## src/csa_pkg.sv

```systemverilog
package csa_pkg;

   localparam int NUM_BUCKETS_DEF = 1024;
   localparam int NUM_COLUMNS_DEF = 64;

   localparam int FUNC_W      = 2;
   localparam int ROW_IDX_W   = 31;
   localparam int COL_W       = 6;
   localparam int VAL_W       = 32;
   localparam int BUCKET_W    = 10;
   localparam int CELL_W      = 48;
   localparam int WORD_W      = CELL_W + 1;
   localparam int CSR_IDX_W   = 3;
   localparam int CSR_DATA_W  = 64;
   localparam int BITS_W      = 4;
   localparam int SEED_W      = 31;
   localparam int RECIP_SHIFT = 20;

   localparam logic [FUNC_W-1:0] FUNC_ACCUM      = 2'd0;
   localparam logic [FUNC_W-1:0] FUNC_READ       = 2'd1;
   localparam logic [FUNC_W-1:0] FUNC_READ_CLEAR = 2'd2;

   localparam logic [CSR_IDX_W-1:0] CSR_HASH_MULT   = 3'd0;
   localparam logic [CSR_IDX_W-1:0] CSR_HASH_ADD    = 3'd1;
   localparam logic [CSR_IDX_W-1:0] CSR_BUCKET_BITS = 3'd2;
   localparam logic [CSR_IDX_W-1:0] CSR_SEED_ONE    = 3'd3;
   localparam logic [CSR_IDX_W-1:0] CSR_SEED_TWO    = 3'd4;

   localparam logic [BITS_W-1:0] BUCKET_BITS_MIN   = 4'd1;
   localparam logic [BITS_W-1:0] BUCKET_BITS_MAX   = 4'd10;
   localparam logic [BITS_W-1:0] BUCKET_BITS_RESET = 4'd10;

   localparam logic [CELL_W-1:0] CELL_MAX = 48'h7FFF_FFFF_FFFF;
   localparam logic [CELL_W-1:0] CELL_MIN = 48'h8000_0000_0000;

   typedef struct packed {
      logic [63:0]         hash_mult;
      logic [63:0]         hash_add;
      logic [BITS_W-1:0]   bucket_bits;
      logic [SEED_W-1:0]   seed_one;
      logic [SEED_W-1:0]   seed_two;
   } cfg_type;

endpackage

```

## src/csa_hash.sv

```systemverilog
module csa_hash #(
   parameter int NUM_BUCKETS = csa_pkg::NUM_BUCKETS_DEF
) (
   input  logic                               clock,
   input  logic                               reset,
   input  logic                               start,
   input  logic [csa_pkg::ROW_IDX_W-1:0]      row,
   input  csa_pkg::cfg_type                   cfg,
   output logic                               done,
   output logic                               positive,
   output logic [$clog2(NUM_BUCKETS)-1:0]     bucket
);

   localparam int ROW_W = $clog2(NUM_BUCKETS);
   localparam int RECIP = (1 << csa_pkg::RECIP_SHIFT) / NUM_BUCKETS;
   localparam int BW    = csa_pkg::BUCKET_W;
   localparam int BITS_W_L = csa_pkg::BITS_W;

   localparam logic [2:0] H_IDLE = 3'd0;
   localparam logic [2:0] H_LO   = 3'd1;
   localparam logic [2:0] H_HI   = 3'd2;
   localparam logic [2:0] H_SQ   = 3'd3;
   localparam logic [2:0] H_CUBE = 3'd4;
   localparam logic [2:0] H_DIV  = 3'd5;
   localparam logic [2:0] H_MUL  = 3'd6;
   localparam logic [2:0] H_REM  = 3'd7;

   logic [2:0]                     step_ff, step_in;
   logic                           done_ff, done_in;
   logic [csa_pkg::ROW_IDX_W-1:0]  row_ff, row_in;
   logic [62:0]                    lo_ff, lo_in;
   logic [31:0]                    hi_ff, hi_in;
   logic [30:0]                    sq_ff, sq_in;
   logic [30:0]                    cube_ff, cube_in;
   logic [63:0]                    sum_ff, sum_in;
   logic [BW-1:0]                  raw_ff, raw_in;
   logic [BW-1:0]                  q_ff, q_in;
   logic [BW-1:0]                  qr_ff, qr_in;
   logic                           pos_ff, pos_in;
   logic [ROW_W-1:0]               bucket_ff, bucket_in;

   logic [31:0]    a_op, b_op;
   logic [63:0]    prod;
   logic [BITS_W_L-1:0] bits_eff;
   logic [6:0]     shamt;
   logic [63:0]    shifted;
   logic [BW-1:0]  rem;
   logic [BW:0]    wrapped;

   // one shared multiplier, operands chosen by step
   always_comb begin
      case (step_ff)
         H_LO:    begin a_op = cfg.hash_mult[31:0];  b_op = {1'b0, row_ff}; end
         H_HI:    begin a_op = cfg.hash_mult[63:32]; b_op = {1'b0, row_ff}; end
         H_SQ:    begin a_op = {1'b0, row_ff};       b_op = {1'b0, row_ff}; end
         H_CUBE:  begin a_op = {1'b0, sq_ff};        b_op = {1'b0, row_ff}; end
         H_DIV:   begin a_op = 32'(raw_ff);          b_op = 32'(RECIP);     end
         H_MUL:   begin a_op = 32'(q_ff);            b_op = 32'(NUM_BUCKETS); end
         default: begin a_op = '0;                   b_op = '0;             end
      endcase
   end

   assign prod = 64'(a_op) * 64'(b_op);

   always_comb begin
      if (cfg.bucket_bits < csa_pkg::BUCKET_BITS_MIN) begin
         bits_eff = csa_pkg::BUCKET_BITS_MIN;
      end else if (cfg.bucket_bits > csa_pkg::BUCKET_BITS_MAX) begin
         bits_eff = csa_pkg::BUCKET_BITS_MAX;
      end else begin
         bits_eff = cfg.bucket_bits;
      end
   end

   assign shamt   = 7'd64 - 7'(bits_eff);
   assign shifted = sum_ff >> shamt;
   assign rem     = raw_ff - qr_ff;
   // reciprocal estimate is low by at most one
   assign wrapped = ((BW+1)'(rem) >= (BW+1)'(NUM_BUCKETS)) ?
                    (BW+1)'(rem) - (BW+1)'(NUM_BUCKETS) : (BW+1)'(rem);

   always_comb begin
      step_in   = step_ff;
      done_in   = 1'b0;
      row_in    = row_ff;
      lo_in     = lo_ff;
      hi_in     = hi_ff;
      sq_in     = sq_ff;
      cube_in   = cube_ff;
      sum_in    = sum_ff;
      raw_in    = raw_ff;
      q_in      = q_ff;
      qr_in     = qr_ff;
      pos_in    = pos_ff;
      bucket_in = bucket_ff;
      case (step_ff)
         H_IDLE: begin
            if (start) begin
               row_in  = row;
               step_in = H_LO;
            end
         end
         H_LO: begin
            lo_in   = prod[62:0];
            step_in = H_HI;
         end
         H_HI: begin
            hi_in   = prod[31:0];
            step_in = H_SQ;
         end
         H_SQ: begin
            sq_in   = prod[30:0];
            sum_in  = 64'(lo_ff) + {hi_ff, 32'b0} + cfg.hash_add;
            step_in = H_CUBE;
         end
         H_CUBE: begin
            cube_in = prod[30:0];
            raw_in  = shifted[BW-1:0];
            step_in = H_DIV;
         end
         H_DIV: begin
            pos_in  = (^(cfg.seed_one & row_ff)) ^ (^(cfg.seed_two & cube_ff));
            q_in    = prod[csa_pkg::RECIP_SHIFT +: BW];
            step_in = H_MUL;
         end
         H_MUL: begin
            qr_in   = prod[BW-1:0];
            step_in = H_REM;
         end
         H_REM: begin
            bucket_in = wrapped[ROW_W-1:0];
            done_in   = 1'b1;
            step_in   = H_IDLE;
         end
         default: step_in = H_IDLE;
      endcase
   end

   always_ff @(posedge clock) begin
      if (reset) begin
         step_ff <= H_IDLE;
         done_ff <= 1'b0;
      end else begin
         step_ff <= step_in;
         done_ff <= done_in;
      end
      row_ff    <= row_in;
      lo_ff     <= lo_in;
      hi_ff     <= hi_in;
      sq_ff     <= sq_in;
      cube_ff   <= cube_in;
      sum_ff    <= sum_in;
      raw_ff    <= raw_in;
      q_ff      <= q_in;
      qr_ff     <= qr_in;
      pos_ff    <= pos_in;
      bucket_ff <= bucket_in;
   end

   assign done     = done_ff;
   assign positive = pos_ff;
   assign bucket   = bucket_ff;

endmodule

```

## config.mk

```make
export PLATFORM = sky130hd
export DESIGN_NAME = csa_hash
export DESIGN_NICKNAME = d
export VERILOG_FILES = /design/src/csa_pkg.sv /design/src/csa_hash.sv
export SDC_FILE = /design/constraint.sdc
export NUM_CORES = 2
export LEC_CHECK = 0
export BUFFER_PORTS_ARGS = -buffer_cell sky130_fd_sc_hd__buf_2
export CORE_MARGIN = 2
export CORE_UTILIZATION = 40
export CTS_BUF_LIST = sky130_fd_sc_hd__clkbuf_8
export CTS_CLUSTER_SIZE = 25
export DETAILED_ROUTE_END_ITERATION = 10
export HOLD_SLACK_MARGIN = 0.08
export MAX_ROUTING_LAYER = met4
export SLEW_MARGIN = 15
export SYNTH_ARGS = -nofsm -noshare
export SYNTH_HDL_FRONTEND = slang
export SYNTH_SLANG_ARGS = --single-unit
```

## constraint.sdc

```tcl
create_clock -name clock -period 9.4 [get_ports clock]
set_input_delay 0.94 -clock clock [delete_from_list [all_inputs] [get_ports clock]]
set_output_delay 0.94 -clock clock [all_outputs]
set_load 0.1 [all_outputs]
```

==> results.tsv <==
metric	value	unit
met1 track demand over resource	40.9	%
input/output buffers	239	
nets	6615	
fraction of final layout cells sized beyond drive strength 1	13.4	%
post-layout util	45.6	%
horizontal die dimension	341	um
total number of H-tree levels	2	
core box area	113000	um^2
Setup Skew	0.0673	ns
vias post-DR	36470	
worst skew pair latency	0.67	ns
Min Hold Slack	0.440	ns
floorplan row count	123	
post-DP HPWL	146000	um
met3 Resource Use GR	8.48	%
Sum Neg Setup Slack	0	ns
wire length of the first global-routing pass	254000	um
maximum fanout encountered on the critical timing path	16	
Max Root-Sink Buffers	3	
setup repair after global routing missed its margin	yes	
FMAX	0.109	GHz
die extent in y	341	um
most area-consuming cells after synthesis	fa_1, edfxtp_1, ha_1	
class of the worst hold path	input port to flip-flop	
Async SR Flop Fraction	0	%
largest net degree at the start of global routing	40	
Die ar.	116000	um^2
buffer cell driving the clock tree root	clkbuf_8	
number of optimization iterations in the first detailed-route pass	8	
initial antenna violation count	13	
TritonCTS buffer count	42	
number of instances in the synthesized netlist	4785	
number of DRC markers after the initial detailed-route iteration	3389	
Setup crit start kind	flip-flop	
final routed wire length divided by cell count	26.2	um
cell type with the highest occurrence count on the critical path	fa_1	
total number of clock tree sinks	249	
vias in the first global route	37700	
power per cell area	318	nW/um^2
Residual DRC	0	
# IOs	240	
Worst EP arrival	9.57	ns
count of placed standard cells including taps	6580	
remaining global-route overflow	0	
synthesis-stage register bit count	249	
max-cap viol count	0	
cell type with the highest aggregate area in the netlist	fa_1	
layer with the highest usage after global routing	met2	
hold buffer count at CTS	0	
Tmin final	9.20	ns
starting density of the core	40.3	%
number of hold violations in the final report	0	
Routed WL	175000	um
number of pins with negative max-slew slack in the final report	0	
Worst Path Required	9.77	ns
result of the run	completed	
maximum single-stage delay on the critical path	0.58	ns
proportion of synthesized chip area in sequential cells	16.4	%
mean instance size in the synthesized netlist	9.50	um^2
kind of capture point of the worst setup path	flip-flop	
count of warnings emitted by yosys	0	
Worst VDD drop	0.506	mV
top cells by instance count after synthesis	fa_1, inv_1, nand2_1	
worst setup path class	flip-flop to flip-flop	
number of nets still failing antenna checks after routing	0	
Worst Max-Slew Pin Slew	1.16	ns
total track usage	31.2	%
Final GP Congestion	1.03	
met2 track utilization from global routing	46.2	%
summed instance area of the synthesized netlist	45500	um^2
EDFF count, synth	245	
primary flip-flop cell chosen by synthesis mapping	edfxtp_1	
fin cells	6667	
most frequent cell after synthesis	fa_1	
area growth from synthesis to layout	13.1	%
TritonCTS clock tree	built	
top cell type's share of synthesized area	39.6	%
clock slew at reported path FFs	0.07	ns
Worst path slowest cell	fa_1	
final setup fails	0	
number of distinct library cell variants in the gate-level netlist after synthesis	86	
worst-case headroom to the max-slew limit	22.3	%
portion of the clock cycle consumed by the worst path in the final layout	97.8	%
number of vias per cell after detailed routing	5.47	
total nets after synthesis	6272	
leakage power of the design	24.2	nW
layer usage:
layer | part of all wire, % | routed length [um]
met3 | 12 | 20400
met5 | 0 | 0
met1 | 40 | 69700
met4 | 4.8 | 8460
met2 | 44 | 76300
final cells by class:
type	instances	area, um^2
clock buffers	42	578
well taps	1500	1880
flip-flops and latches	249	7450
fillers	10957	61300
multi-input cells	3427	34100
diodes	6	15.0
clock inverters	35	267
repair buffers	542	3850
inverters	866	3250
worst max-delay path, delay by kind of cell (launching register included):
kind	cells	cell delay, ns
flops	1	0.40
buf+inv	9	1.13
simple gates	6	0.94
compound gates	8	1.86
fa+ha+maj	9	4.43
xor+xnor	1	0.08
report_power, final:
group | switching [mW] | internal [mW]
Clock | 0.525 | 0.512
Sequential | 0.163 | 2.04
Combinational | 8.38 | 4.70
Total | 9.06 | 7.25
registers in the layout, summed over array words and instances, names as in the netlist:
name	flops
cube_ff	31
sq_ff	31
q_ff	10
row_ff	31
lo_ff	63
step_ff	3
sum_ff	16
positive	1
qr_ff	10
hi_ff	32
raw_ff	10
bucket	10
done	1
cell families after synthesis:
kind of cell    synth area share, %
compound gates                 8.17
xor+xnor                       2.85
fa+ha+maj                      49.5
buf+inv                        9.21
flops                          16.4
mux                           0.633
simple gates                   13.3
repair_timing:
item | in CTS | in global routing
gates resized for setup | 5 | 25
endpoints found under the setup margin | 6 | 11
buffers inserted | 0 | 4
gates cloned | 0 | 0
per-stage QoR:
step / instance area (um^2) / total power [mW] / setup WS (ns)
after floorplan: 45500 / 9.01 / 0.0673
after global placement: 50400 / 15.0 / 0.112
after detailed placement: 50400 / 15.0 / 0.00164
after CTS: 51200 / 16.2 / 0.0957
after global routing: 51400 / 17.4 / -0.0266
final: 51400 / 16.3 / 0.204
placed cells by master, fill, tap and decap left out, types with 24 or more instances in the layout:
master | Yosys | layout
edfxtp_1 | 245 | 245
a21o_1 | 67 | 67
a221o_1 | 31 | 28
xor2_1 | 50 | 50
fa_1 | 899 | 898
nor2_1 | 499 | 496
buf_4 | 1 | 268
a21oi_1 | 137 | 137
o21ai_0 | 65 | 64
inv_1 | 866 | 871
and2_1 | 43 | 42
buf_12 | 0 | 28
nand2_1 | 772 | 769
a211oi_1 | 25 | 25
nand3_1 | 24 | 24
clkbuf_8 | 0 | 42
xnor2_1 | 98 | 96
ha_1 | 360 | 360
nand4_1 | 33 | 33
buf_2 | 11 | 239
worst paths after layout:
check	from	end	slack, ns	depth (start not counted)
max	step_ff[1]	lo_ff[59]	0.20	33
min	row[8]	row_ff[8]	0.44	1
max reg2reg	step_ff[1]	lo_ff[59]	0.20	33
min reg2reg	step_ff[2]	step_ff[2]	0.61	2
Note: power is estimated with default switching activity, not from simulation.
