**src/csa_pkg.sv**
```systemverilog
package csa_pkg;

   localparam int NUM_BUCKETS_DEF = 1024;
   localparam int NUM_COLUMNS_DEF = 64;

   localparam int FUNC_W      = 2;
   localparam int ROW_IDX_W   = 31;
   localparam int COL_W       = 6;
   localparam int VAL_W       = 32;
   localparam int BUCKET_W    = 10;
   localparam int CELL_W      = 48;
   localparam int WORD_W      = CELL_W + 1;
   localparam int CSR_IDX_W   = 3;
   localparam int CSR_DATA_W  = 64;
   localparam int BITS_W      = 4;
   localparam int SEED_W      = 31;
   localparam int RECIP_SHIFT = 20;

   localparam logic [FUNC_W-1:0] FUNC_ACCUM      = 2'd0;
   localparam logic [FUNC_W-1:0] FUNC_READ       = 2'd1;
   localparam logic [FUNC_W-1:0] FUNC_READ_CLEAR = 2'd2;

   localparam logic [CSR_IDX_W-1:0] CSR_HASH_MULT   = 3'd0;
   localparam logic [CSR_IDX_W-1:0] CSR_HASH_ADD    = 3'd1;
   localparam logic [CSR_IDX_W-1:0] CSR_BUCKET_BITS = 3'd2;
   localparam logic [CSR_IDX_W-1:0] CSR_SEED_ONE    = 3'd3;
   localparam logic [CSR_IDX_W-1:0] CSR_SEED_TWO    = 3'd4;

   localparam logic [BITS_W-1:0] BUCKET_BITS_MIN   = 4'd1;
   localparam logic [BITS_W-1:0] BUCKET_BITS_MAX   = 4'd10;
   localparam logic [BITS_W-1:0] BUCKET_BITS_RESET = 4'd10;

   localparam logic [CELL_W-1:0] CELL_MAX = 48'h7FFF_FFFF_FFFF;
   localparam logic [CELL_W-1:0] CELL_MIN = 48'h8000_0000_0000;

   typedef struct packed {
      logic [63:0]         hash_mult;
      logic [63:0]         hash_add;
      logic [BITS_W-1:0]   bucket_bits;
      logic [SEED_W-1:0]   seed_one;
      logic [SEED_W-1:0]   seed_two;
   } cfg_type;

endpackage

```
**src/csa_channels.sv**
```systemverilog


interface csa_csr_if;
   logic                               valid;
   logic                               ready;
   logic [csa_pkg::CSR_IDX_W-1:0]      index;
   logic [csa_pkg::CSR_DATA_W-1:0]     data;

   modport source (output valid, index, data, input ready);
   modport sink (input valid, index, data, output ready);
endinterface

```
**src/csa_csr.sv**
```systemverilog
module csa_csr (
   input  logic              clock,
   input  logic              reset,
   csa_csr_if.sink           csr_if,
   output csa_pkg::cfg_type  cfg
);

   csa_pkg::cfg_type cfg_ff;
   csa_pkg::cfg_type cfg_in;

   assign csr_if.ready = 1'b1;

   always_comb begin
      cfg_in = cfg_ff;
      if (csr_if.valid) begin
         case (csr_if.index)
            csa_pkg::CSR_HASH_MULT:   cfg_in.hash_mult   = csr_if.data;
            csa_pkg::CSR_HASH_ADD:    cfg_in.hash_add    = csr_if.data;
            csa_pkg::CSR_BUCKET_BITS: cfg_in.bucket_bits = csr_if.data[csa_pkg::BITS_W-1:0];
            csa_pkg::CSR_SEED_ONE:    cfg_in.seed_one    = csr_if.data[csa_pkg::SEED_W-1:0];
            csa_pkg::CSR_SEED_TWO:    cfg_in.seed_two    = csr_if.data[csa_pkg::SEED_W-1:0];
            default: ;
         endcase
      end
   end

   always_ff @(posedge clock) begin
      if (reset) begin
         cfg_ff.hash_mult   <= '0;
         cfg_ff.hash_add    <= '0;
         cfg_ff.bucket_bits <= csa_pkg::BUCKET_BITS_RESET;
         cfg_ff.seed_one    <= '0;
         cfg_ff.seed_two    <= '0;
      end else begin
         cfg_ff <= cfg_in;
      end
   end

   assign cfg = cfg_ff;

endmodule

```
**src/flat_wrapper.sv**
```systemverilog
// flat-port wrapper written by rule: the top's interface ports become plain ports
module csa_csr_flat 
  (clock, reset, cfg, csr_if_valid, csr_if_index, csr_if_data, csr_if_ready);
  csa_csr_if csr_if_i ();
  input  logic clock;
  input  logic reset;
  output csa_pkg::cfg_type cfg;
  input wire logic [$bits(csr_if_i.valid)-1:0] csr_if_valid;
  input wire logic [$bits(csr_if_i.index)-1:0] csr_if_index;
  input wire logic [$bits(csr_if_i.data)-1:0] csr_if_data;
  output wire logic [$bits(csr_if_i.ready)-1:0] csr_if_ready;
  assign csr_if_i.valid = csr_if_valid;
  assign csr_if_i.index = csr_if_index;
  assign csr_if_i.data = csr_if_data;
  assign csr_if_ready = csr_if_i.ready;
  csa_csr u_core (.clock(clock), .reset(reset), .csr_if(csr_if_i), .cfg(cfg));
endmodule
```
**config.mk**
```make
export PLATFORM = sky130hd
export DESIGN_NAME = csa_csr_flat
export DESIGN_NICKNAME = d
export VERILOG_FILES = /design/src/csa_pkg.sv /design/src/csa_channels.sv /design/src/csa_csr.sv /design/src/flat_wrapper.sv
export SDC_FILE = /design/constraint.sdc
export NUM_CORES = 1
export LEC_CHECK = 0
export BUFFER_PORTS_ARGS = -buffer_cell sky130_fd_sc_hd__buf_2
export CAP_MARGIN = 20
export CORE_MARGIN = 2
export CORE_UTILIZATION = 54
export DETAILED_ROUTE_END_ITERATION = 12
export MAX_ROUTING_LAYER = met4
export PLACE_DENSITY = 0.85
export SLEW_MARGIN = 20
export SYNTH_ARGS = -nofsm -noshare
export SYNTH_HDL_FRONTEND = slang
export SYNTH_SLANG_ARGS = --single-unit
```
**constraint.sdc**
```tcl
create_clock -name clock -period 3.5 [get_ports clock]
set_input_delay 0.875 -clock clock [delete_from_list [all_inputs] [get_ports clock]]
set_output_delay 0.875 -clock clock [all_outputs]
set_load 0.01 [all_outputs]
```
==> PnR_summary.wiki, run 1 <==
{| class="wikitable"
! Metric !! Value
|-
| Outcome || complete, no violations
|-
| Reg clk slew, reported paths || roughly 60 ps
|-
| Number of instances in the synthesized netlist || around 700
|-
| Clock Sink Count || ~190
|-
| Final Hold Vio Count || 0
|-
| Critical path class || input pin to flip-flop
|-
| Final period utilization || around 56%
|-
| Slew of the pin with the lowest slew margin || slightly below 1000 ps
|-
| Pins over their slew limit || 0
|-
| Non-Filler Cell Area, Final || a little under 10000 sq um
|-
| Count of input and output buffers || roughly 260
|-
| P&R area growth vs syn || 25.30%
|-
| Crit path max fanout || 54
|-
| Combinational power share || under 10%
|-
| Post-Synthesis Cell Area || around 8000 sq um
|-
| Overflow left after global routing || 0
|-
| Portion of total power attributed to the clock network || 41.2%
|-
| Area taken by flip-flops and latches || around 3900 sq um
|-
| Cells taking the most area after synthesis || sky130_fd_sc_hd__dfxtp_1 (50%), sky130_fd_sc_hd__mux2i_1 (25%), sky130_fd_sc_hd__nand2b_1 (21%), sky130_fd_sc_hd__clkbuf_1 (1.3%), sky130_fd_sc_hd__buf_4 (1.2%)
|-
| Overall power after layout || 4.464 mW
|-
| Critical path data arrival time || around 2300 ps
|-
| Die area || around 15000 sq um
|-
| Slew headroom || between 30% and 40%
|-
| Antenna diode instance count || 0
|-
| Total track usage || around a quarter
|-
| Launching point of the worst reg2reg path || u_core.cfg[155]
|-
| Die extent in x || about 120 microns
|-
| Endpoint kind of the worst setup timing path || flip-flop
|-
| Most instantiated library cell after synthesis || sky130_fd_sc_hd__nand2b_1
|-
| Yosys top cell area share || 49.82%
|-
| Setup clock skew after layout || 0 ps
|-
| Period minus WS final || approximately 2000 ps
|-
| Vias in the first global route || 5701
|-
| Filler instances || around 1100
|-
| Share of synthesized registers carrying an async set or reset || 0%
|-
| Placed instance area || slightly above 9000 sq um
|-
| Wirelength per Cell || around 16 microns
|-
| CTS tree || yes
|-
| Hold WC Path Type || flip-flop to flip-flop
|-
| Sequential fraction of the synthesis area || around half
|-
| Skew-Pair Late Insertion Delay || between 400 and 500 ps
|-
| Net count of the mapped netlist || 778
|-
| Number of buffers created by CTS || 17
|-
| Largest net degree at the start of global routing || 86
|-
| Number of cell rows || 43
|-
| Root Buffer || sky130_fd_sc_hd__clkbuf_16
|-
| Top cell types by occurrence after synthesis || sky130_fd_sc_hd__nand2b_1 (256), sky130_fd_sc_hd__dfxtp_1 (194), sky130_fd_sc_hd__mux2i_1 (194)
|-
| HPWL reported at the end of detailed placement || around 13 mm
|-
| Fraction of layout cells with a size suffix above 1 || between 30% and 40%
|-
| DRC marker count from the first detailed-route iteration || around 270
|-
| Cell internal pwr || 3.428 mW
|-
| Required time reported for the critical path endpoint || ~3800 ps
|-
| Number of flip-flops in the largest register || a little under 200
|-
| CTS hold repair buffers || 0
|-
| Dominant register cell in the synthesized netlist || sky130_fd_sc_hd__dfxtp_1
|-
| Number of register bits inferred by synthesis || 194
|-
| Slack of the worst reg-to-reg path || between 2000 and 3000 ps
|-
| I/O pin count || roughly 270
|-
| Setup TNS || 0 ps
|-
| Leakage || around 5 nW
|-
| Worst setup margin || between 1500 and 2000 ps
|-
| DRC violation count after routing || 0
|-
| Worst hold stages || 2
|-
| Power density of the placed cells || 457.1 nW/um^2
|-
| Net total in the final layout || 1016
|-
| Switching part of the total || between 20% and 30%
|-
| Detailed-route vias per instance || about 5.0
|-
| FF-to-FF End || u_core.cfg[155]
|-
| Synth area leader || sky130_fd_sc_hd__dfxtp_1
|-
| Total routed wirelength || 18.03 mm
|-
| Worst supply voltage drop on vdd || approximately 300 uV
|-
| Pre-CTS setup slack || ~1100 ps
|-
| Number of distinct standard cells referenced by the synthesized netlist || 15
|-
| Multi-input gate area in the final layout || about 3700 sq um
|-
| Height of the die || between 100 and 150 microns
|-
| R2r worst-path depth || 2
|-
| Final weighted congestion in routability-driven placement || 0.7933
|-
| Crit start category || input pin
|-
| H-tree depth || 4
|-
| Initial antenna violation count || 0
|-
| Launch instance of the worst min-delay path || u_core.cfg[32]
|-
| Switching power summed over all nets || about 1.0 mW
|-
| Area of the core || between 10000 and 15000 sq um
|-
| Fmax || about 0.51 GHz
|-
| Mean instance size in the synthesized netlist || between 10 and 15 sq um
|-
| RSZ-0062 raised after global routing || false
|-
| Global-route wire length before repair || about 28 mm
|-
| Buffer depth of the longest clock path || 2
|-
| Starting utilization of the core area || approximately 56%
|-
| Via count of the routed design || 5697
|-
| Sequential cell fraction of total power || between 50% and 60%
|-
| Hold Crit Endpoint || u_core.cfg[32]
|-
| Number of warnings reported in the yosys synthesis log || 0
|-
| Count of antenna-violating nets left after detailed routing || 0
|-
| Final Setup Violations || 0
|-
| Number of synthesized flops with an enable pin || 0
|-
| Number of buffers inserted to repair setup after CTS || 0
|-
| CTS-repair resized insts || 0
|-
| Number of max-cap violations || 0
|-
| First-pass iteration count of the detailed router || 4
|}
[layout make-up]
cell class                      instances  area share (%)
Clock buffer                           20           4.573
Tap cell                              180           2.306
Timing Repair Buffer                  270           14.42
Multi-Input combinational cell        463           37.84
Sequential cell                       194           39.76
Clock inverter                         11           1.089
[worst max-delay path by stage]
| stage | slack [ps] | startpoint | endpoint | depth (start not counted) |
|---|---|---|---|---|
| 2_1_floorplan | 1710 | csr_if_index[2] | u_core.cfg[183] | 3 |
| 3_3_place_gp | 1170 | csr_if_index[2] | u_core.cfg[101] | 4 |
| 3_5_place_dp | 1130 | csr_if_index[0] | u_core.cfg[29] | 3 |
| 4_1_cts | 1570 | csr_if_index[0] | u_core.cfg[29] | 3 |
| 5_1_grt | 1470 | csr_if_index[2] | u_core.cfg[99] | 4 |
| 6_report | 1550 | csr_if_index[2] | u_core.cfg[91] | 4 |
[metrics by stage]
| stage | std cells | hold slack, ps | utilization (%) |
|---|---|---|---|
| final | 1138 | 470.5 | 69.82 |
| after floorplan | 708 | 492.6 | - |
| after CTS | 1138 | 473.2 | 69.82 |
| after global placement | 1107 | 454.3 | 65.87 |
| after detailed placement | 1107 | 456.9 | 65.87 |
| after global routing | 1138 | 484.6 | 69.82 |
[per-layer routing]
layer	routed length, microns	up-vias	part of all wire (%)	track usage (%)
met3	1141	31	6.3	6.227
met4	504	0	2.8	9.902
li1	-	2810	-	-
met2	8482	184	47	38.66
met1	7897	2672	44	27.97
met5	0	-	0	-
[cells by family after synthesis]
group	synth area share, %
other	0.04811
AND/OR/NAND/NOR	21.93
multiplexers	24.91
flip-flops	49.82
buffers and inverters	3.291
[power groups by stage]
| stage | Combinational (mW) | Sequential (mW) | Clock, mW |
|---|---|---|---|
| finish | 0.346 | 2.28 | 1.84 |
| global route | 0.376 | 2.29 | 1.96 |
| CTS | 0.348 | 2.28 | 1.86 |
| detailed placement | 0.347 | 2.33 | 0 |
| global placement | 0.345 | 2.33 | 0 |
| floorplan | 0.189 | 2.35 | 0 |
[layout by cell type, fill, tap and decap left out, drive strengths merged]
| cell type | n |
|---|---|
| buf | 270 |
| nand2b | 256 |
| mux2i | 194 |
| dfxtp | 194 |
| clkbuf | 20 |
| nor2 | 4 |
| clkinv | 4 |
| inv | 3 |
| clkinvlp | 3 |
| nand4bb | 2 |
| and4bb | 2 |
| nor4b | 1 |
| nand4b | 1 |
| or4bb | 1 |
| or4b | 1 |
| conb | 1 |
| bufinv | 1 |
[worst max-delay path, cell delays in order]
cell                        delay [ps]
sky130_fd_sc_hd__buf_2             190
sky130_fd_sc_hd__nand4bb_4         160
sky130_fd_sc_hd__buf_4             750
sky130_fd_sc_hd__mux2i_1           270
No activity file was read; power rests on OpenSTA's default activity.
==> inputs of run 2 (changes only) <==
--- a/config.mk
+++ b/config.mk
@@ -5,13 +5,14 @@
 export SDC_FILE = /design/constraint.sdc
 export NUM_CORES = 1
 export LEC_CHECK = 0
+export ABC_AREA = 1
 export BUFFER_PORTS_ARGS = -buffer_cell sky130_fd_sc_hd__buf_2
 export CAP_MARGIN = 20
 export CORE_MARGIN = 2
-export CORE_UTILIZATION = 54
+export CORE_UTILIZATION = 50
 export DETAILED_ROUTE_END_ITERATION = 12
 export MAX_ROUTING_LAYER = met4
-export PLACE_DENSITY = 0.85
+export PLACE_DENSITY = 0.8
 export SLEW_MARGIN = 20
 export SYNTH_ARGS = -nofsm -noshare
 export SYNTH_HDL_FRONTEND = slang
==> constraint.sdc (replaced) <==
create_clock -name clock -period 2 [get_ports clock]
set_input_delay 0.5 -clock clock [delete_from_list [all_inputs] [get_ports clock]]
set_output_delay 0.5 -clock clock [all_outputs]
set_load 0.01 [all_outputs]
==> PnR_summary.wiki, run 2 <==
{| class="wikitable"
! Metric !! Value
|-
| Critical path data arrival time || 940 ps (was 2290 ps)
|-
| Critical path class || flip-flop to output pin (was input pin to flip-flop)
|-
| Vias in the first global route || 6897 (was 5701)
|-
| Die area || 16520 sq um (was 15410 sq um)
|-
| CTS hold repair buffers || 0 (unchanged)
|-
| Wirelength per Cell || 14.02 microns (was 15.84 microns)
|-
| Cell internal pwr || 6.108 mW (was 3.428 mW)
|-
| CTS-repair resized insts || 0 (unchanged)
|-
| Die extent in x || 128.5 microns (was 124.1 microns)
|-
| Combinational power share || 11.5% (was 7.7%)
|-
| Switching part of the total || 26.08% (was 23.22%)
|-
| Number of flip-flops in the largest register || 194 (unchanged)
|-
| Pins over their slew limit || 0 (unchanged)
|-
| Final weighted congestion in routability-driven placement || 0.8491 (was 0.7933)
|-
| Final Setup Violations || 0 (unchanged)
|-
| Crit path max fanout || 2 (was 54)
|-
| Detailed-route vias per instance || 5.017 (was 5.006)
|-
| Skew-Pair Late Insertion Delay || 430 ps (was 420 ps)
|-
| H-tree depth || 4 (unchanged)
|-
| Most common cell after layout, fill and taps aside || sky130_fd_sc_hd__nor2_1 (was sky130_fd_sc_hd__buf_2)
|-
| Most frequent cells in the layout || sky130_fd_sc_hd__nor2_1 (386), sky130_fd_sc_hd__buf_2 (263), sky130_fd_sc_hd__nand2_1 (203) (was sky130_fd_sc_hd__buf_2 (262), sky130_fd_sc_hd__nand2b_1 (256), sky130_fd_sc_hd__mux2i_1 (194), sky130_fd_sc_hd__dfxtp_1 (194), sky130_fd_sc_hd__clkbuf_16 (17))
|-
| Largest stage delay, worst path || 360 ps (was 750 ps)
|-
| Fmax || approximately 0.70 GHz
|-
| Number of max-cap violations || 0 (unchanged)
|-
| Final hold slack || 302.1 ps (was 470.5 ps)
|-
| Total track usage || 27.00% (was 23.78%)
|-
| Number of instances in the synthesized netlist || 1135 (was 708)
|-
| Number of buffers created by CTS || 17 (unchanged)
|-
| Count of antenna-violating nets left after detailed routing || 0 (unchanged)
|-
| P&R area growth vs syn || 26.78% (was 25.30%)
|-
| Area of the core || 15200 sq um (was 13990 sq um)
|-
| Share of synthesized registers carrying an async set or reset || 0% (unchanged)
|-
| Antenna diode instance count || 0 (unchanged)
|-
| Net total in the final layout || 1432 (was 1016)
|-
| Yosys top cell area share || 50.08% (was 49.82%)
|-
| Number of register bits inferred by synthesis || 194 (unchanged)
|-
| Root Buffer || sky130_fd_sc_hd__clkbuf_16 (unchanged)
|-
| Most instantiated library cell after synthesis || sky130_fd_sc_hd__nor2_1 (was sky130_fd_sc_hd__nand2b_1)
|-
| Top cell types by occurrence after synthesis || sky130_fd_sc_hd__nor2_1 (388), sky130_fd_sc_hd__nand2_1 (203), sky130_fd_sc_hd__dfxtp_1 (194), sky130_fd_sc_hd__nand3_1 (194), sky130_fd_sc_hd__inv_1 (66) (was sky130_fd_sc_hd__nand2b_1 (256), sky130_fd_sc_hd__dfxtp_1 (194), sky130_fd_sc_hd__mux2i_1 (194))
|-
| Non-Filler Instances || 1563 (was 1138)
|-
| Switching power summed over all nets || 2.155 mW (was 1.036 mW)
|-
| Clock Sink Count || 194 (unchanged)
|-
| Number of distinct standard cells referenced by the synthesized netlist || 14 (was 15)
|-
| DRC violation count after routing || 0 (unchanged)
|-
| Count of placed standard cells including taps || 1531 (was 1107)
|-
| Worst supply voltage drop on vdd || 915.3 uV (was 300.7 uV)
|-
| Synth area leader || sky130_fd_sc_hd__dfxtp_1 (unchanged)
|-
| Total routed wirelength || 21.92 mm (was 18.03 mm)
|-
| HPWL reported at the end of detailed placement || 14.76 mm (was 12.52 mm)
|-
| Power density of the placed cells || 840.4 nW/um^2 (was 457.1 nW/um^2)
|-
| Number of warnings reported in the yosys synthesis log || 0 (unchanged)
|-
| Number of buffers inserted to repair setup after CTS || 0 (unchanged)
|-
| Sequential fraction of the synthesis area || 50.08% (was 49.82%)
|-
| Endpoint kind of the worst setup timing path || output pin (was flip-flop)
|-
| Number of cell rows || 45 (was 43)
|-
| Period minus WS final || between 1000 and 1500 ps
|-
| Required time reported for the critical path endpoint || 1500 ps (was 3840 ps)
|-
| I/O pin count || 265 (unchanged)
|-
| First-pass iteration count of the detailed router || 5 (was 4)
|-
| Count of input and output buffers || 263 (unchanged)
|-
| Overall power after layout || 8.263 mW (was 4.464 mW)
|-
| Dominant register cell in the synthesized netlist || sky130_fd_sc_hd__dfxtp_1 (unchanged)
|-
| Overflow left after global routing || 0 (unchanged)
|-
| Family with the most delay on the worst path || flip-flops (was buffers and inverters)
|-
| Mean instance size in the synthesized netlist || 6.833 sq um (was 11.01 sq um)
|-
| Post-Synthesis Cell Area || 7755 sq um (was 7795 sq um)
|-
| Reg clk slew, reported paths || 70 ps (was 60 ps)
|-
| Global-route wire length before repair || 34.24 mm (was 27.72 mm)
|-
| Leakage || 5.059 nW (was 5.030 nW)
|-
| Starting utilization of the core area || 51.01% (was 55.72%)
|-
| Worst path slowest cell || sky130_fd_sc_hd__dfxtp_1 (was sky130_fd_sc_hd__buf_4)
|-
| CTS tree || yes (unchanged)
|-
| Placed instance area || 9279 sq um (was 9214 sq um)
|-
| Fraction of layout cells with a size suffix above 1 || 23.85% (was 31.73%)
|-
| Sequential cell fraction of total power || 49.2% (was 51.1%)
|-
| DRC marker count from the first detailed-route iteration || 633 (was 266)
|-
| Outcome || complete, no violations (unchanged)
|-
| Final period utilization || 71.91%
|-
| Setup clock skew after layout || 0 ps (unchanged)
|-
| Number of synthesized flops with an enable pin || 0 (unchanged)
|-
| Sum of buffers and inverters on the critical path || 1 (was 2)
|-
| Cells along the critical path || buf_2 (was buf_2, nand4bb_4, buf_4, mux2i_1)
|-
| Setup TNS || 0 ps (unchanged)
|-
| Cells taking the most area after synthesis || sky130_fd_sc_hd__dfxtp_1 (50%), sky130_fd_sc_hd__nor2_1 (19%), sky130_fd_sc_hd__nand3_1 (13%), sky130_fd_sc_hd__nand2_1 (9.8%), sky130_fd_sc_hd__inv_1 (3.2%) (was sky130_fd_sc_hd__dfxtp_1 (50%), sky130_fd_sc_hd__mux2i_1 (25%), sky130_fd_sc_hd__nand2b_1 (21%), sky130_fd_sc_hd__clkbuf_1 (1.3%), sky130_fd_sc_hd__buf_4 (1.2%))
|-
| Net count of the mapped netlist || 1205 (was 778)
|-
| Height of the die || 128.5 microns (was 124.1 microns)
|-
| Via count of the routed design || 7842 (was 5697)
|-
| Final Hold Vio Count || 0 (unchanged)
|-
| Largest net degree at the start of global routing || 90 (was 86)
|-
| Portion of total power attributed to the clock network || 39.2% (was 41.2%)
|-
| Crit start category || flip-flop (was input pin)
|-
| Initial antenna violation count || 0 (unchanged)
|-
| Hold WC Path Type || input pin to flip-flop (was flip-flop to flip-flop)
|-
| RSZ-0062 raised after global routing || false (unchanged)
|-
| Buffer depth of the longest clock path || 2 (unchanged)
|-
| Non-Filler Cell Area, Final || 9832 sq um (was 9767 sq um)
|}
## run 2: cell count changes after synthesis, moves of 9 or more
| cell | previous run | this run |
|---|---|---|
| sky130_fd_sc_hd__nor2_1 | 4 | 388 |
| sky130_fd_sc_hd__buf_1 | 0 | 9 |
| sky130_fd_sc_hd__buf_2 | 10 | 42 |
| sky130_fd_sc_hd__nand3_1 | 0 | 194 |
| sky130_fd_sc_hd__nand2b_1 | 256 | 0 |
| sky130_fd_sc_hd__inv_1 | 0 | 66 |
| sky130_fd_sc_hd__nand2_1 | 0 | 203 |
| sky130_fd_sc_hd__buf_4 | 12 | 3 |
| sky130_fd_sc_hd__mux2i_1 | 194 | 0 |
## run 2: kinds of logic (layout without fill, tap and decap cells)
family | Yosys count | count (layout) | synth area share (%)
flops | 194 | 194 | 50.08
simple gates | 790 | 790 | 41.79
buf+inv | 150 | 390 | 8.083
other cells | 1 | 1 | 0.04836
## run 2: routing by layer
layer  GRT usage [%]  share of wire (%)
met5               -                  0
met3           5.447                7.3
met1           33.38                 42
met2           43.24                 48
met4           11.32                2.8
## run 2: cell type report
cell class              count  area [sq um]
clock inverters            11         102.6
inverters                  71         271.5
repair buffers            287          1634
fillers                  1353          5370
clock buffers              21         450.4
flip-flops and latches    194          3884
multi-input cells         791          3254
well taps                 188         235.2
## run 2: through the flow
stage,worst slack (ps),utilization (%)
6_report,561.9,64.67
5_1_grt,524.1,64.67
4_1_cts,550.9,64.67
3_5_place_dp,394.3,61.04
3_3_place_gp,436.9,61.04
2_1_floorplan,683.2,-
## run 2: worst paths after layout
check                    to  slack [ps]            from  cells after the start
max                 cfg[69]         560  u_core.cfg[69]                      1
min          u_core.cfg[63]         300  csr_if_data[1]                      3
max reg2reg   u_core.cfg[5]        1400   u_core.cfg[5]                      2
min reg2reg  u_core.cfg[96]         480  u_core.cfg[96]                      2
## run 2: power groups by stage
stage | registers [mW] | logic, mW | clock network, mW
after floorplan | 4.21 | 0.511 | 0
after global placement | 4.15 | 0.939 | 0
after detailed placement | 4.15 | 0.951 | 0
after CTS | 4.07 | 0.954 | 3.28
after global routing | 4.08 | 1.06 | 3.46
final | 4.07 | 0.954 | 3.24
==> inputs of run 3 (changes only) <==
==> constraint.sdc (replaced) <==
create_clock -name clock -period 1.35 [get_ports clock]
set_input_delay 0.3375 -clock clock [delete_from_list [all_inputs] [get_ports clock]]
set_output_delay 0.3375 -clock clock [all_outputs]
set_load 0.01 [all_outputs]
==> PnR_summary.wiki, run 3 (same netlist as run 2, synthesis figures left out) <==
{| class="wikitable"
! Metric !! Value
|-
| Outcome || complete, no violations (unchanged)
|-
| Final Hold Vio Count || 0 (unchanged)
|-
| Vias in the first global route || 6862 (was 6897)
|-
| Worst hold stages || 3 (unchanged)
|-
| Count of input and output buffers || 263 (unchanged)
|-
| P&R area growth vs syn || 30.62% (was 26.78%)
|-
| Leakage || 5.196 nW (was 5.059 nW)
|-
| I/O pin count || 265 (unchanged)
|-
| Initial antenna violation count || 1 (was 0)
|-
| Setup clock skew after layout || 0 ps (unchanged)
|-
| Net total in the final layout || 1446 (was 1432)
|-
| Area of the core || 15200 sq um (unchanged)
|-
| Most common cell after layout, fill and taps aside || sky130_fd_sc_hd__nor2_1 (unchanged)
|-
| Number of buffers inserted to repair setup after CTS || 0 (unchanged)
|-
| Count of antenna-violating nets left after detailed routing || 0 (unchanged)
|-
| Clock Sink Count || 194 (unchanged)
|-
| Critical Path Source || u_core.cfg[3] (was u_core.cfg[69])
|-
| Worst supply voltage drop on vdd || 843.6 uV (was 915.3 uV)
|-
| Family with the most delay on the worst path || flip-flops (unchanged)
|-
| Largest net degree at the start of global routing || 53 (was 90)
|-
| Pre-CTS setup slack || -35.16 ps (was 394.3 ps)
|-
| Starting utilization of the core area || 51.01% (unchanged)
|-
| Crit start category || flip-flop (unchanged)
|-
| Worst path slowest cell || sky130_fd_sc_hd__dfxtp_1 (unchanged)
|-
| Wirelength per Cell || 13.80 microns (was 14.02 microns)
|-
| Sum of buffers and inverters on the critical path || 1 (unchanged)
|-
| Logic depth of the worst setup path including buffers || 1 (unchanged)
|-
| Reg clk slew, reported paths || 70 ps (about the same)
|-
| Final period utilization || 95.11%
|-
| Height of the die || 128.5 microns (unchanged)
|-
| CTS hold repair buffers || 0 (unchanged)
|-
| Launch instance of the worst min-delay path || csr_if_data[1] (unchanged)
|-
| Launching point of the worst reg2reg path || u_core.cfg[46] (was u_core.cfg[5])
|-
| Power density of the placed cells || 1249 nW/um^2 (was 840.4 nW/um^2)
|-
| Crit path max fanout || 2 (unchanged)
|-
| CTS-repair resized insts || 0 (unchanged)
|-
| CTS tree || yes (unchanged)
|-
| Number of buffers created by CTS || 17 (unchanged)
|-
| Filler instances || 1330 (was 1353)
|-
| Number of max-cap violations || 0 (unchanged)
|-
| H-tree depth || 4 (unchanged)
|-
| Period minus WS final || around 1300 ps
|-
| Buffer depth of the longest clock path || 2 (unchanged)
|-
| Overflow left after global routing || 0 (unchanged)
|-
| RSZ-0062 raised after global routing || false (unchanged)
|-
| Total track usage || 26.75% (was 27.00%)
|-
| Critical path class || flip-flop to output pin (unchanged)
|-
| Cells along the critical path || buf_2 (unchanged)
|-
| Final weighted congestion in routability-driven placement || 0.8677 (was 0.8491)
|-
| Skew-Pair Late Insertion Delay || 420 ps (was 430 ps)
|-
| Critical path data arrival time || 950 ps (was 940 ps)
|-
| Highest Signal Layer || met4 (unchanged)
|-
| Non-Filler Cell Area, Final || 10130 sq um (was 9832 sq um)
|-
| Number of cell rows || 45 (unchanged)
|-
| Worst setup margin || 66.00 ps (was 561.9 ps)
|-
| Fraction of layout cells with a size suffix above 1 || 24.77% (was 23.85%)
|-
| Hold WC Path Type || input pin to flip-flop (unchanged)
|-
| Final hold slack || 140.5 ps (was 302.1 ps)
|-
| Die area || 16520 sq um (unchanged)
|-
| Endpoint kind of the worst setup timing path || output pin (unchanged)
|-
| Number of flip-flops in the largest register || 194 (unchanged)
|-
| Die extent in x || 128.5 microns (unchanged)
|-
| Setup TNS || 0 ps (unchanged)
|-
| HPWL reported at the end of detailed placement || 14.92 mm (was 14.76 mm)
|-
| First-pass iteration count of the detailed router || 5 (unchanged)
|-
| Overall power after layout || 12.65 mW (was 8.263 mW)
|-
| Pins over their slew limit || 0 (unchanged)
|-
| DRC marker count from the first detailed-route iteration || 607 (was 633)
|-
| Detailed-route vias per instance || 4.940 (was 5.017)
|-
| Via count of the routed design || 7795 (was 7842)
|-
| Largest stage delay, worst path || 370 ps (was 360 ps)
|-
| Required time reported for the critical path endpoint || 1010 ps (was 1500 ps)
|-
| Fmax || between 0.7 and 0.8 GHz
|-
| Root Buffer || sky130_fd_sc_hd__clkbuf_16 (unchanged)
|-
| DRC violation count after routing || 0 (unchanged)
|-
| Most frequent cells in the layout || sky130_fd_sc_hd__nor2_1 (386), sky130_fd_sc_hd__buf_2 (263), sky130_fd_sc_hd__nand2_1 (203) (unchanged)
|-
| Global-route wire length before repair || 34.16 mm (was 34.24 mm)
|-
| Total routed wirelength || 21.77 mm (was 21.92 mm)
|-
| Placed instance area || 9522 sq um (was 9279 sq um)
|-
| Routed metal-1 wirelength || 9.320 mm (was 9.268 mm)
|-
| Routed met3 length || 1.533 mm (was 1.596 mm)
|-
| R2r worst-path depth || 2 (unchanged)
|-
| Met2 Routed Length || 10.34 mm (was 10.44 mm)
|-
| Final Setup Violations || 0 (unchanged)
|}
run 3: cell types whose count changed in the layout (fill, tap and decap cells not counted):
cell / before / now
sky130_fd_sc_hd__clkinv_2: 4 / 2
sky130_fd_sc_hd__clkbuf_1: 3 / 1
sky130_fd_sc_hd__buf_4: 13 / 16
sky130_fd_sc_hd__bufinv_16: 1 / 2
sky130_fd_sc_hd__diode_2: 0 / 1
sky130_fd_sc_hd__clkinvlp_4: 0 / 1
sky130_fd_sc_hd__buf_12: 11 / 22
sky130_fd_sc_hd__clkbuf_8: 1 / 4
sky130_fd_sc_hd__clkinv_4: 3 / 2
run 3: worst min-delay path, cell delays in order:
cell                      delay (ps)
sky130_fd_sc_hd__buf_2           100
sky130_fd_sc_hd__nand2_1          50
sky130_fd_sc_hd__nand3_1          50
run 3: worst paths after layout:
check | slack, ps | to
max | 70 | cfg[3]
min | 140 | u_core.cfg[63]
max reg2reg | 740 | u_core.cfg[46]
min reg2reg | 470 | u_core.cfg[121]
run 3: per-layer routing:
metal | GRT usage (%) | up-vias
met5 | - | -
met3 | 5.405 | 44
met2 | 42.55 | 312
met4 | 10.87 | 0
li1 | - | 3965
met1 | 33.48 | 3474
run 3: layout make-up:
class / instances / area [sq um] / area share (%)
clock buffer: 22 / 484.2 / 4.780
inverter: 71 / 271.5 / 2.680
tap: 188 / 235.2 / 2.322
clock inverter: 10 / 121.4 / 1.198
multi-input combinational: 791 / 3254 / 32.13
sequential: 194 / 3884 / 38.34
timing repair buffer: 301 / 1877 / 18.53
antenna: 1 / 2.502 / 0.02470
run 3: per-stage QoR:
stage | cells | util (%)
CTS | 1577 | 66.62
finish | 1578 | 66.63
global placement | 1545 | 62.63
global route | 1578 | 66.63
detailed placement | 1545 | 62.63
floorplan | 1135 | -
run 3: report_power, final:
part	internal, mW	switching, mW
Clock	2.95	2.19
Combinational	0.583	0.903
Sequential	5.92	0.101
Total	9.46	3.20
